`config.mk`:
```
export PLATFORM = sky130hd
export DESIGN_NAME = decimal_add_sub_expression_parser
export DESIGN_NICKNAME = d
export VERILOG_FILES = /design/src/rtl/dasp_pkg.sv /design/src/rtl/dasp_front.sv /design/src/rtl/dasp_queue.sv /design/src/rtl/dasp_back.sv /design/src/rtl/decimal_add_sub_expression_parser.sv
export SDC_FILE = /design/constraint.sdc
export NUM_CORES = 1
export LEC_CHECK = 0
export BUFFER_PORTS_ARGS = -buffer_cell sky130_fd_sc_hd__buf_2
export CAP_MARGIN = 10
export CORE_ASPECT_RATIO = 1.4
export CORE_MARGIN = 5
export CORE_UTILIZATION = 65
export CTS_CLUSTER_DIAMETER = 50
export DETAILED_ROUTE_END_ITERATION = 6
export PLACE_DENSITY = 0.9
export SYNTH_ARGS = -nofsm -noshare
export SYNTH_HDL_FRONTEND = slang
export SYNTH_SLANG_ARGS = --single-unit
```
`constraint.sdc`:
```
create_clock -name clk_i -period 8.7 [get_ports clk_i]
set_input_delay 1.305 -clock clk_i [delete_from_list [all_inputs] [get_ports clk_i]]
set_output_delay 1.305 -clock clk_i [all_outputs]
set_load 0.1 [all_outputs]
```
`src/rtl/dasp_pkg.sv`:
```
// shared types and constants of the add/subtract line evaluator
`default_nettype none

package dasp_pkg;

  localparam int NUMBER_BITS = 31;
  // ten times a number plus a digit needs four more bits
  localparam int ACC_BITS    = NUMBER_BITS + 4;
  localparam int VALUE_BITS  = 33;
  localparam int SUM_BITS    = (NUMBER_BITS + 1 > VALUE_BITS) ? NUMBER_BITS + 1 : VALUE_BITS;
  localparam int CHAR_BITS   = 8;
  localparam int IN_DATA_BITS  = 8;
  localparam int OUT_DATA_BITS = ((VALUE_BITS + 7) / 8) * 8;

  localparam int QUEUE_DEPTH = 2;
  localparam int QPTR_BITS   = $clog2(QUEUE_DEPTH);
  localparam int QCNT_BITS   = $clog2(QUEUE_DEPTH + 1);

  localparam logic [CHAR_BITS-1:0] CHAR_TAB   = 8'h09;
  localparam logic [CHAR_BITS-1:0] CHAR_CR    = 8'h0D;
  localparam logic [CHAR_BITS-1:0] CHAR_SPACE = 8'h20;
  localparam logic [CHAR_BITS-1:0] CHAR_PLUS  = 8'h2B;
  localparam logic [CHAR_BITS-1:0] CHAR_MINUS = 8'h2D;
  localparam logic [CHAR_BITS-1:0] CHAR_ZERO  = 8'h30;
  localparam logic [CHAR_BITS-1:0] CHAR_NINE  = 8'h39;

  typedef enum logic [2:0] {
    TOK_BLANK,
    TOK_DIGIT,
    TOK_PLUS,
    TOK_MINUS,
    TOK_OTHER,
    TOK_EOL
  } tok_kind_e;

  typedef struct packed {
    tok_kind_e  kind;
    logic [3:0] digit;
  } token_t;

endpackage

`default_nettype wire

```
`src/rtl/dasp_front.sv`:
```
// front end: classifies each incoming byte or end-of-line mark into a token
`default_nettype none

module dasp_front (
  input  wire logic [dasp_pkg::CHAR_BITS-1:0] char_i,
  input  wire logic                           eol_i,
  output dasp_pkg::token_t                    token_o
);

  always_comb begin
    token_o.digit = char_i[3:0];  // low nibble of '0'..'9' is the digit
    if (eol_i) begin
      token_o.kind = dasp_pkg::TOK_EOL;
    end else begin
      case (char_i) inside
        [dasp_pkg::CHAR_TAB:dasp_pkg::CHAR_CR], dasp_pkg::CHAR_SPACE: begin
          token_o.kind = dasp_pkg::TOK_BLANK;
        end
        [dasp_pkg::CHAR_ZERO:dasp_pkg::CHAR_NINE]: begin
          token_o.kind = dasp_pkg::TOK_DIGIT;
        end
        dasp_pkg::CHAR_PLUS: begin
          token_o.kind = dasp_pkg::TOK_PLUS;
        end
        dasp_pkg::CHAR_MINUS: begin
          token_o.kind = dasp_pkg::TOK_MINUS;
        end
        default: begin
          token_o.kind = dasp_pkg::TOK_OTHER;
        end
      endcase
    end
  end

endmodule

`default_nettype wire

```
`src/rtl/dasp_queue.sv`:
```
// short token queue between the front end and the evaluator
`default_nettype none

module dasp_queue (
  input  wire logic              clk_i,
  input  wire logic              rst_ni,
  input  wire logic              push_i,
  input  wire dasp_pkg::token_t  push_token_i,
  output logic                   full_o,
  output logic                   valid_o,
  output dasp_pkg::token_t       token_o,
  input  wire logic              pop_i
);

  dasp_pkg::token_t mem_q [dasp_pkg::QUEUE_DEPTH];
  logic [dasp_pkg::QPTR_BITS-1:0] wr_ptr_q, wr_ptr_d;
  logic [dasp_pkg::QPTR_BITS-1:0] rd_ptr_q, rd_ptr_d;
  logic [dasp_pkg::QCNT_BITS-1:0] count_q, count_d;
  logic do_push, do_pop;

  assign full_o  = (count_q == dasp_pkg::QCNT_BITS'(dasp_pkg::QUEUE_DEPTH));
  assign valid_o = (count_q != '0);
  assign token_o = mem_q[rd_ptr_q];
  assign do_push = push_i && !full_o;
  assign do_pop  = pop_i && valid_o;

  always_comb begin
    wr_ptr_d = wr_ptr_q;
    rd_ptr_d = rd_ptr_q;
    count_d  = count_q;
    if (do_push) begin
      wr_ptr_d = (wr_ptr_q == dasp_pkg::QPTR_BITS'(dasp_pkg::QUEUE_DEPTH - 1)) ?
                 '0 : wr_ptr_q + 1'b1;
    end
    if (do_pop) begin
      rd_ptr_d = (rd_ptr_q == dasp_pkg::QPTR_BITS'(dasp_pkg::QUEUE_DEPTH - 1)) ?
                 '0 : rd_ptr_q + 1'b1;
    end
    if (do_push && !do_pop) begin
      count_d = count_q + 1'b1;
    end else if (do_pop && !do_push) begin
      count_d = count_q - 1'b1;
    end
  end

  always_ff @(posedge clk_i or negedge rst_ni) begin
    if (!rst_ni) begin
      wr_ptr_q <= '0;
      rd_ptr_q <= '0;
      count_q  <= '0;
    end else begin
      wr_ptr_q <= wr_ptr_d;
      rd_ptr_q <= rd_ptr_d;
      count_q  <= count_d;
    end
  end

  always_ff @(posedge clk_i) begin
    if (do_push) begin
      mem_q[wr_ptr_q] <= push_token_i;
    end
  end

endmodule

`default_nettype wire

```
`src/rtl/dasp_back.sv`:
```
// evaluator: token order, number accumulation and the result register
`default_nettype none

module dasp_back (
  input  wire logic                            clk_i,
  input  wire logic                            rst_ni,
  input  wire logic                            tok_valid_i,
  input  wire dasp_pkg::token_t                token_i,
  output logic                                 tok_pop_o,
  output logic                                 res_valid_o,
  output logic [dasp_pkg::VALUE_BITS-1:0]      res_value_o,
  output logic                                 res_status_o,
  input  wire logic                            res_ready_i
);

  localparam logic [2:0] PH_FIRST     = 3'd0;
  localparam logic [2:0] PH_LEFT      = 3'd1;
  localparam logic [2:0] PH_OPERATOR  = 3'd2;
  localparam logic [2:0] PH_SECOND    = 3'd3;
  localparam logic [2:0] PH_RIGHT     = 3'd4;
  localparam logic [2:0] PH_LOOKAHEAD = 3'd5;
  localparam logic [2:0] PH_DONE      = 3'd6;
  localparam logic [2:0] PH_ERROR     = 3'd7;

  localparam int N = dasp_pkg::NUMBER_BITS;
  localparam int A = dasp_pkg::ACC_BITS;
  localparam int S = dasp_pkg::SUM_BITS;

  logic [2:0]   phase_q, phase_d;
  logic [N-1:0] left_q, left_d;
  logic [N-1:0] right_q, right_d;
  logic         minus_q, minus_d;

  logic         out_valid_q, out_valid_d;
  logic [dasp_pkg::VALUE_BITS-1:0] out_value_q, out_value_d;
  logic         out_status_q, out_status_d;

  logic         out_free, take, is_eol;
  logic [N-1:0] acc_src, acc_new;
  logic [A-1:0] acc_ext, prod;
  logic [S-1:0] left_ext, right_ext, sum;

  assign out_free  = !out_valid_q || res_ready_i;
  assign is_eol    = (token_i.kind == dasp_pkg::TOK_EOL);
  // an end-of-line token waits for room in the result register
  assign take      = tok_valid_i && (!is_eol || out_free);
  assign tok_pop_o = take;

  // one shared times-ten-plus-digit unit; saturates when the result overflows
  always_comb begin
    case (phase_q)
      PH_LEFT:  acc_src = left_q;
      PH_RIGHT: acc_src = right_q;
      default:  acc_src = '0;
    endcase
    acc_ext = {{(A-N){1'b0}}, acc_src};
    prod    = (acc_ext << 3) + (acc_ext << 1) + {{(A-4){1'b0}}, token_i.digit};
    acc_new = (|prod[A-1:N]) ? {N{1'b1}} : prod[N-1:0];
  end

  assign left_ext  = {{(S-N){1'b0}}, left_q};
  assign right_ext = {{(S-N){1'b0}}, right_q};
  assign sum       = minus_q ? left_ext - right_ext : left_ext + right_ext;

  always_comb begin
    phase_d      = phase_q;
    left_d       = left_q;
    right_d      = right_q;
    minus_d      = minus_q;
    out_valid_d  = out_valid_q && !res_ready_i;
    out_value_d  = out_value_q;
    out_status_d = out_status_q;
    if (take) begin
      if (is_eol) begin
        out_valid_d = 1'b1;
        if (phase_q inside {PH_RIGHT, PH_LOOKAHEAD, PH_DONE}) begin
          out_value_d  = sum[dasp_pkg::VALUE_BITS-1:0];
          out_status_d = 1'b0;
        end else begin
          out_value_d  = '0;
          out_status_d = 1'b1;
        end
        phase_d = PH_FIRST;
        left_d  = '0;
        right_d = '0;
        minus_d = 1'b0;
      end else begin
        case (phase_q)
          PH_FIRST: begin
            if (token_i.kind == dasp_pkg::TOK_DIGIT) begin
              left_d  = acc_new;
              phase_d = PH_LEFT;
            end else if (token_i.kind != dasp_pkg::TOK_BLANK) begin
              phase_d = PH_ERROR;
            end
          end
          PH_LEFT: begin
            case (token_i.kind)
              dasp_pkg::TOK_DIGIT: left_d = acc_new;
              dasp_pkg::TOK_BLANK: phase_d = PH_OPERATOR;
              dasp_pkg::TOK_PLUS, dasp_pkg::TOK_MINUS: begin
                minus_d = (token_i.kind == dasp_pkg::TOK_MINUS);
                phase_d = PH_SECOND;
              end
              default: phase_d = PH_ERROR;
            endcase
          end
          PH_OPERATOR: begin
            case (token_i.kind)
              dasp_pkg::TOK_BLANK: ;
              dasp_pkg::TOK_PLUS, dasp_pkg::TOK_MINUS: begin
                minus_d = (token_i.kind == dasp_pkg::TOK_MINUS);
                phase_d = PH_SECOND;
              end
              default: phase_d = PH_ERROR;
            endcase
          end
          PH_SECOND: begin
            if (token_i.kind == dasp_pkg::TOK_DIGIT) begin
              right_d = acc_new;
              phase_d = PH_RIGHT;
            end else if (token_i.kind != dasp_pkg::TOK_BLANK) begin
              phase_d = PH_ERROR;
            end
          end
          PH_RIGHT: begin
            case (token_i.kind)
              dasp_pkg::TOK_DIGIT: right_d = acc_new;
              dasp_pkg::TOK_BLANK: phase_d = PH_LOOKAHEAD;
              dasp_pkg::TOK_PLUS, dasp_pkg::TOK_MINUS: phase_d = PH_DONE;
              default: phase_d = PH_ERROR;
            endcase
          end
          PH_LOOKAHEAD: begin
            case (token_i.kind)
              dasp_pkg::TOK_BLANK: ;
              dasp_pkg::TOK_DIGIT, dasp_pkg::TOK_PLUS, dasp_pkg::TOK_MINUS: begin
                phase_d = PH_DONE;
              end
              default: phase_d = PH_ERROR;
            endcase
          end
          default: ;  // done and error hold until end of line
        endcase
      end
    end
  end

  always_ff @(posedge clk_i or negedge rst_ni) begin
    if (!rst_ni) begin
      phase_q     <= PH_FIRST;
      left_q      <= '0;
      right_q     <= '0;
      minus_q     <= 1'b0;
      out_valid_q <= 1'b0;
    end else begin
      phase_q     <= phase_d;
      left_q      <= left_d;
      right_q     <= right_d;
      minus_q     <= minus_d;
      out_valid_q <= out_valid_d;
    end
  end

  always_ff @(posedge clk_i) begin
    out_value_q  <= out_value_d;
    out_status_q <= out_status_d;
  end

  assign res_valid_o  = out_valid_q;
  assign res_value_o  = out_value_q;
  assign res_status_o = out_status_q;

endmodule

`default_nettype wire

```
`src/rtl/decimal_add_sub_expression_parser.sv`:
```
// top level of the add/subtract line evaluator
//
// channel   dir  tdata                      tuser       tlast
// s_axis    in   [7:0] character            -           end of line
// m_axis    out  [32:0] value (signed)      [0] status  -
//
// one byte or end-of-line mark per cycle while the queue is not full; the
// evaluator updates its state once per token. a result reaches the output
// register in the cycle after the evaluator takes its end-of-line token;
// from the input it passes through the queue and then the output register.
// reset clears the queue, the evaluator state and the output valid flag.
// a stalled output holds the evaluator only on end of line; other tokens keep
// flowing, and the two-entry queue absorbs the ready path.
`default_nettype none

module decimal_add_sub_expression_parser (
  input  wire logic                                clk_i,
  input  wire logic                                rst_ni,
  input  wire logic                                s_axis_tvalid_i,
  output logic                                     s_axis_tready_o,
  input  wire logic [dasp_pkg::IN_DATA_BITS-1:0]   s_axis_tdata_i,  // [7:0] character
  input  wire logic                                s_axis_tlast_i,
  output logic                                     m_axis_tvalid_o,
  input  wire logic                                m_axis_tready_i,
  output logic [dasp_pkg::OUT_DATA_BITS-1:0]       m_axis_tdata_o,  // [32:0] value, rest zero
  output logic                                     m_axis_tuser_o   // [0] status
);

  dasp_pkg::token_t in_token, q_token;
  logic q_full, q_valid, q_pop;
  logic [dasp_pkg::VALUE_BITS-1:0] res_value;

  dasp_front u_front (
    .char_i  (s_axis_tdata_i[dasp_pkg::CHAR_BITS-1:0]),
    .eol_i   (s_axis_tlast_i),
    .token_o (in_token)
  );

  dasp_queue u_queue (
    .clk_i        (clk_i),
    .rst_ni       (rst_ni),
    .push_i       (s_axis_tvalid_i),
    .push_token_i (in_token),
    .full_o       (q_full),
    .valid_o      (q_valid),
    .token_o      (q_token),
    .pop_i        (q_pop)
  );

  assign s_axis_tready_o = !q_full;

  dasp_back u_back (
    .clk_i        (clk_i),
    .rst_ni       (rst_ni),
    .tok_valid_i  (q_valid),
    .token_i      (q_token),
    .tok_pop_o    (q_pop),
    .res_valid_o  (m_axis_tvalid_o),
    .res_value_o  (res_value),
    .res_status_o (m_axis_tuser_o),
    .res_ready_i  (m_axis_tready_i)
  );

  assign m_axis_tdata_o = {{(dasp_pkg::OUT_DATA_BITS - dasp_pkg::VALUE_BITS){1'b0}}, res_value};

endmodule

`default_nettype wire
```
After elaboration in Yosys (flattened, before gate mapping)
Memories as Yosys holds them, arrays and structs flattened.
Index checks and enable logic that the tools add are counted.

word-level totals
  flip-flop bits (word level) = 105
  memory bits (writable) = 14
  input bits = 13
  output and inout port bits = 43
  logic and storage cells = 115
  memories = 1

memory list
  memory         words  bits a word  read ports  clocked after Yosys merged registers in  wr ports  RTL line          source
  u_queue.mem_q  2      7            1           0                                        1         dasp_queue.sv:15  dasp_pkg::token_t mem_q [dasp_pkg::QUEUE_DEPTH];

cells by class
  add/subtract/negate cells = 8
  $lt $le $gt $ge = 4
  equal/unequal tests = 18
  mux-type cells = 34
  reductions and logical operators = 40

operator list
  operator            number
  $mux 31             6
  $pmux 31 s2         1
  $add 34x32->35      1
  $add 35x4->35       1
  $mux 33             1
  $add 31x31->32      1
  $sub 31x31->32      1
  $mux 3              9
  $eq 8x6->1 const B  3
  $pmux 3 s3          2
  $pmux 3 s6          1
  $reduce_bool 2->1   7
  $eq 3x2->1 const B  4
  $eq 3x3->1 const B  4
  $ne 3x2->1 const B  4
  $pmux 3 s2          2
  $mux 1              10
  $reduce_or 2->1     5
  $reduce_and 3->1    3
  $ge 8x4->1 const B  1
  $ge 8x6->1 const B  1
  $le 8x4->1 const B  1
  $le 8x6->1 const B  1
  $logic_and 1x1->1   8
  other kinds (15)    26

Longest topological paths before layout
  depth in word-level cells = 9
  depth in mapped cells = 19
  gate-level depth less buffers = 16

Cells and area by module
Synthesis repeated with hierarchy kept, for this count alone.

second synthesis, totals
  cell total of the unflattened synthesis = 1278
  area total of the unflattened synthesis = 10650.2 um^2

modules (own cells, without submodules)
  module                             instances  cells each  area an instance (um^2)  seq. area each (um^2)
  dasp_back                          1          1207        9720.6                   2697.6
  dasp_queue                         1          41          711.9                    520.5
  dasp_front                         1          21          157.7                    0.0
  decimal_add_sub_expression_parser  1          9           60.1                     0.0

Least setup slack after synthesis
OpenSTA, ideal clock, no wires.

  path kind = register to register
  from = reg u_back.phase_q[1]
  to = reg u_back.right_q[6]
  setup time = 130 ps
  arrival = 4341 ps
  required time = 8570 ps
  path slack = 4228 ps
  stages on the path, launching flop included = 19
  buffers on the path = 4
  period minus slack after synthesis = 4472 ps
  cells stage by stage = dfrtp_1 -> clkbuf_1 -> clkinv_1 -> and2_1 -> clkbuf_1 -> clkbuf_1 -> a22o_1 -> fa_1 -> fa_1 -> a211oi_1 -> o21ai_0 -> and4b_1 -> a211o_1 -> a31oi_1 -> xor2_1 -> o21ai_1 -> nor4_4 -> buf_6 -> a21oi_1

between the ends
  longest elaborated chain between the ends = 9
  elaborated cells between the ends (all ways) = 14
  classes of those cells = 2 x add/sub; 3 x eq/ne; 5 x mux; 4 x reduce/logical

RTL lines
  item                                      RTL line                            source
  start, declared                           dasp_back.sv:29                     logic [2:0] phase_q, phase_d;
  start signal, assigned                    dasp_back.sv:157                    phase_q <= phase_d;
  $eq 3x3->1 or $eq 3x1->1 (tied branches)  dasp_back.sv:51, dasp_back.sv:88
  $pmux 31 s2                               dasp_back.sv:51                     case (phase_q)
  $add 34x32->35                            dasp_back.sv:57                     prod = (acc_ext << 3) + (acc_ext << 1) + {{(A-4){1'b0}}, token_i.digit};
  $add 35x4->35                             dasp_back.sv:57
  $reduce_or 4->1                           dasp_back.sv:58                     acc_new = (|prod[A-1:N]) ? {N{1'b1}} : prod[N-1:0];
  $mux 31                                   dasp_back.sv:58
  $mux 31                                   dasp_back.sv:119, dasp_back.sv:127
  $mux 31                                   --
  $mux 31                                   dasp_back.sv:74                     if (is_eol) begin
  end signal, assigned                      dasp_back.sv:159                    right_q <= right_d;
  end, declared                             dasp_back.sv:31                     logic [N-1:0] right_q, right_d;

Parallel ways exist; a longest one is shown, timed or not. The select of a mux whose other input is x is not followed.
A chain may end at the register's enable or synchronous reset.

Final worst setup path
  from = reg u_back.phase_q[0]
  to = reg u_back.right_q[15]

Same word-level chain as after synthesis.

==> impl_metrics.py <==
metrics = {
    "outcome": {
        "status": "finished, final reports clean",
    },
    "timing": {
        "fin_crit_sh_pct": 58.28,
        "rsz0062_at_grt": "false",
        "slew_viol_final": 0,
        "timing.slew.headroom_pct": 37.51,
        "fin_skew_ns": 0.008931,
        "totalNegativeSetupSlack_ns": 0,
        "worst_pin_slew_ns": 0.9363,
        "hold_viol_final": 0,
        "min_period_ns": 5.071,
        "fmax_mhz": 197.2,
        "setup_viol": 0,
    },
    "synthesis": {
        "syn_area_per_cell_sq_um": 8.354,
        "synth_edf_count": 48,
        "netlist_instances": 1308,
        "yosysSeqAreaShare_pct": 29.45,
        "async_reset_ff_share_pct": 59.66,
        "ys_warn_count": 0,
        "synth_area_sq_um": 10930,
        "ys_types": 80,
        "yosys_register_bits": 119,
        "synth_flop_cell": "dfrtp_1",
    },
    "job": {
        "cap_violations": 0,
    },
    "floorplanning": {
        "initial_utilization_pct": 65.52,
        "io_pins": 56,
        "dieArea_sq_um": 19540,
        "fp.dieH_um": 163.4,
        "fp.coreArea_sq_um": 16680,
        "die_w_um": 119.6,
        "rows": 56,
    },
    "drt": {
        "routed_wl_mm": 28.57,
        "ant_nets": 0,
        "vias": 10458,
        "drc": 0,
        "wl_per_cell_um": 18.71,
        "drtPass1Iterations": 5,
        "drt_iter0_markers": 1402,
        "viasPerCell": 6.849,
    },
    "global_routing": {
        "grt_start_max_net_pins": 72,
        "met2_usage_pct": 49.69,
        "gr-usage-met1_pct": 36.60,
        "grt_util_met3_pct": 4.191,
        "top_usage_layer": "met2",
        "grt_pass1_wl_mm": 47.24,
        "first_global_vias": 9915,
        "antenna_found_initial": 0,
        "grt_usage_pct": 29.22,
        "grt-ovfl-total": 0,
    },
    "final_layout": {
        "final_net_count": 1454,
        "diodes": 0,
        "syn2layout_area_growth_pct": 7.786,
        "fillers": 1276,
        "drive_above_1_share_pct": 8.837,
    },
    "worst_setup_path": {
        "worstReg2RegStart": "u_back.phase_q[0]",
        "ff2ff_path_depth": 16,
        "path_cells": "nor2b_1 -> and2_1 -> buf_4 -> a22o_1 -> fa_1 -> fa_1 -> a211oi_1 -> o21ai_0 -> and4b_1 -> a211o_1 -> a31oi_1 -> xor2_1 -> o21ai_1 -> nor4_4 -> buf_4 -> a21oi_1",
        "rrSetupSlack_ns": 3.63,
        "slowest_delay_ns": 0.65,
        "cp_max_fo": 30,
        "cp_slowest_cell": "dfrtp_1",
        "start_kind": "register",
        "cp.required_ns": 8.99,
        "end_kind": "register",
        "critical_path_arrival_ns": 5.36,
        "reg2reg_to": "u_back.right_q[15]",
        "path_class": "reg2reg",
    },
    "clocking": {
        "ctsHoldBuffers": 0,
        "clockRootBuffer": "clkbuf_16",
        "cts_tree": "built",
        "clock_sinks": 119,
        "cts_buffers": 17,
        "clk_pin_slew_ns": 0.06,
        "cts_setup_buffers": 0,
        "clkLatencyLatePin_ns": 0.43,
        "clockBufferDepth": 2,
        "htreeDepth": 4,
        "cts_resized": 0,
    },
    "place": {
        "dp_hpwl_mm": 20.80,
        "port_buffers": 48,
        "gp_congestion": 0.9827,
    },
    "hold_path": {
        "holdPathStages": 1,
        "hp-class": "reg2reg",
        "worstHoldStart": "u_queue.wr_ptr_q",
        "holdPathEnd": "u_queue.wr_ptr_q",
    },
}
[synthesized netlist by cell type (17+ instances only)]
cell / count / share of area (%)
a21oi_1: 184 / 8.4
ha_1: 126 / 14
o21ai_0: 116 / 5.3
nor2_1: 110 / 3.8
inv_1: 81 / 2.8
dfrtp_1: 71 / 16
nand2_1: 65 / 2.2
clkbuf_1: 58 / 2.0
edfxtp_1: 48 / 13
xnor2_1: 36 / 2.9
a22o_1: 30 / 2.4
nor3_1: 25 / 1.1
a21o_1: 21 / 1.4
xor2_1: 21 / 1.7
nand3_1: 19 / 0.87
o21bai_1: 17 / 1.2
[cell usage in the layout, fill, tap and decap left out, types with 15 or more instances in the layout]
| cell type | n |
|---|---|
| ha_1 | 126 |
| nand3_1 | 19 |
| o21bai_1 | 17 |
| inv_1 | 81 |
| nor3_1 | 25 |
| buf_2 | 48 |
| o21ai_0 | 116 |
| nor2_1 | 109 |
| edfxtp_1 | 48 |
| xor2_1 | 21 |
| nand2_1 | 65 |
| o211ai_1 | 16 |
| a21oi_1 | 184 |
| xnor2_1 | 36 |
| dfrtp_1 | 71 |
| a22o_1 | 30 |
| clkbuf_16 | 18 |
| a21o_1 | 21 |
| nand2b_1 | 15 |
[through the flow]
| stage | worst slack [ns] | utilization (%) | hold slack [ns] | instance area [sq um] | std cells |
|---|---|---|---|---|---|
| 6_report | 3.629 | 70.63 | 0.5028 | 11780 | 1527 |
| 5_1_grt | 3.246 | 70.63 | 0.5486 | 11780 | 1527 |
| 4_1_cts | 3.690 | 70.63 | 0.5068 | 11780 | 1527 |
| 3_5_place_dp | 3.707 | 66.93 | 0.4965 | 11160 | 1495 |
| 3_3_place_gp | 3.868 | 66.93 | 0.4769 | 11160 | 1495 |
| 2_1_floorplan | 4.228 | - | 0.4608 | 10950 | 1314 |
[critical path: cells and delay by family, from the launching register on]
family                   cells  cell delay (ns)
buffers and inverters        2             0.71
adder cells (fa/ha/maj)      2             0.95
AO/OA/AOI/OAI                7             1.53
XOR/XNOR                     1             0.15
AND/OR/NAND/NOR              4             0.90
flip-flops                   1             0.65
[routing by layer]
layer | up-vias | part of all wire (%)
met5 | - | 0
li1 | 4836 | -
met3 | 123 | 7.4
met4 | 0 | 4.0
met1 | 4882 | 40
met2 | 617 | 49
[state kept, by name (all words and copies together), names as in the netlist]
name / count
u_back.left_q: 31
u_back.minus_q: 1
u_back.phase_q: 3
u_back.res_status_o: 1
u_back.res_valid_o: 1
u_back.res_value_o: 33
u_back.right_q: 31
u_queue.count_q: 2
u_queue.mem_q: 14
u_queue.rd_ptr_q: 1
u_queue.wr_ptr_q: 1
[final cells by class]
cell class	count	area (sq um)	area share, %
multi-input cells	1032	7063	59.97
flip-flops and latches	119	3218	27.32
clock buffers	20	478.0	4.058
repair buffers	58	315.3	2.677
inverters	83	311.5	2.645
well taps	203	254.0	2.157
clock inverters	12	137.6	1.169
[cells by family after synthesis]
logic type                 synth area share (%)
and+or+nand+nor                           14.04
muxes                                     1.168
DFF                                       29.45
AOI/OAI and AO/OA                         29.36
other                                   0.03432
xor gates and xnor gates                  4.569
buffers and inverters                     6.218
adders and majority gates                 15.16
[how the worst max path moves through the flow]
stage	start	slack, ns	endpoint	cells after the start
final	u_back.phase_q[0]	3.63	u_back.right_q[15]	16
after global routing	u_back.phase_q[0]	3.25	u_back.right_q[24]	16
after CTS	u_back.phase_q[0]	3.69	u_back.right_q[24]	16
after detailed placement	u_back.phase_q[0]	3.71	u_back.right_q[4]	16
after global placement	u_back.phase_q[0]	3.87	u_back.right_q[6]	16
after floorplan	u_back.phase_q[1]	4.23	u_back.right_q[6]	18
Power is not shown: default switching activity piles up to over one toggle a cycle in this logic, so the estimate is an artifact.
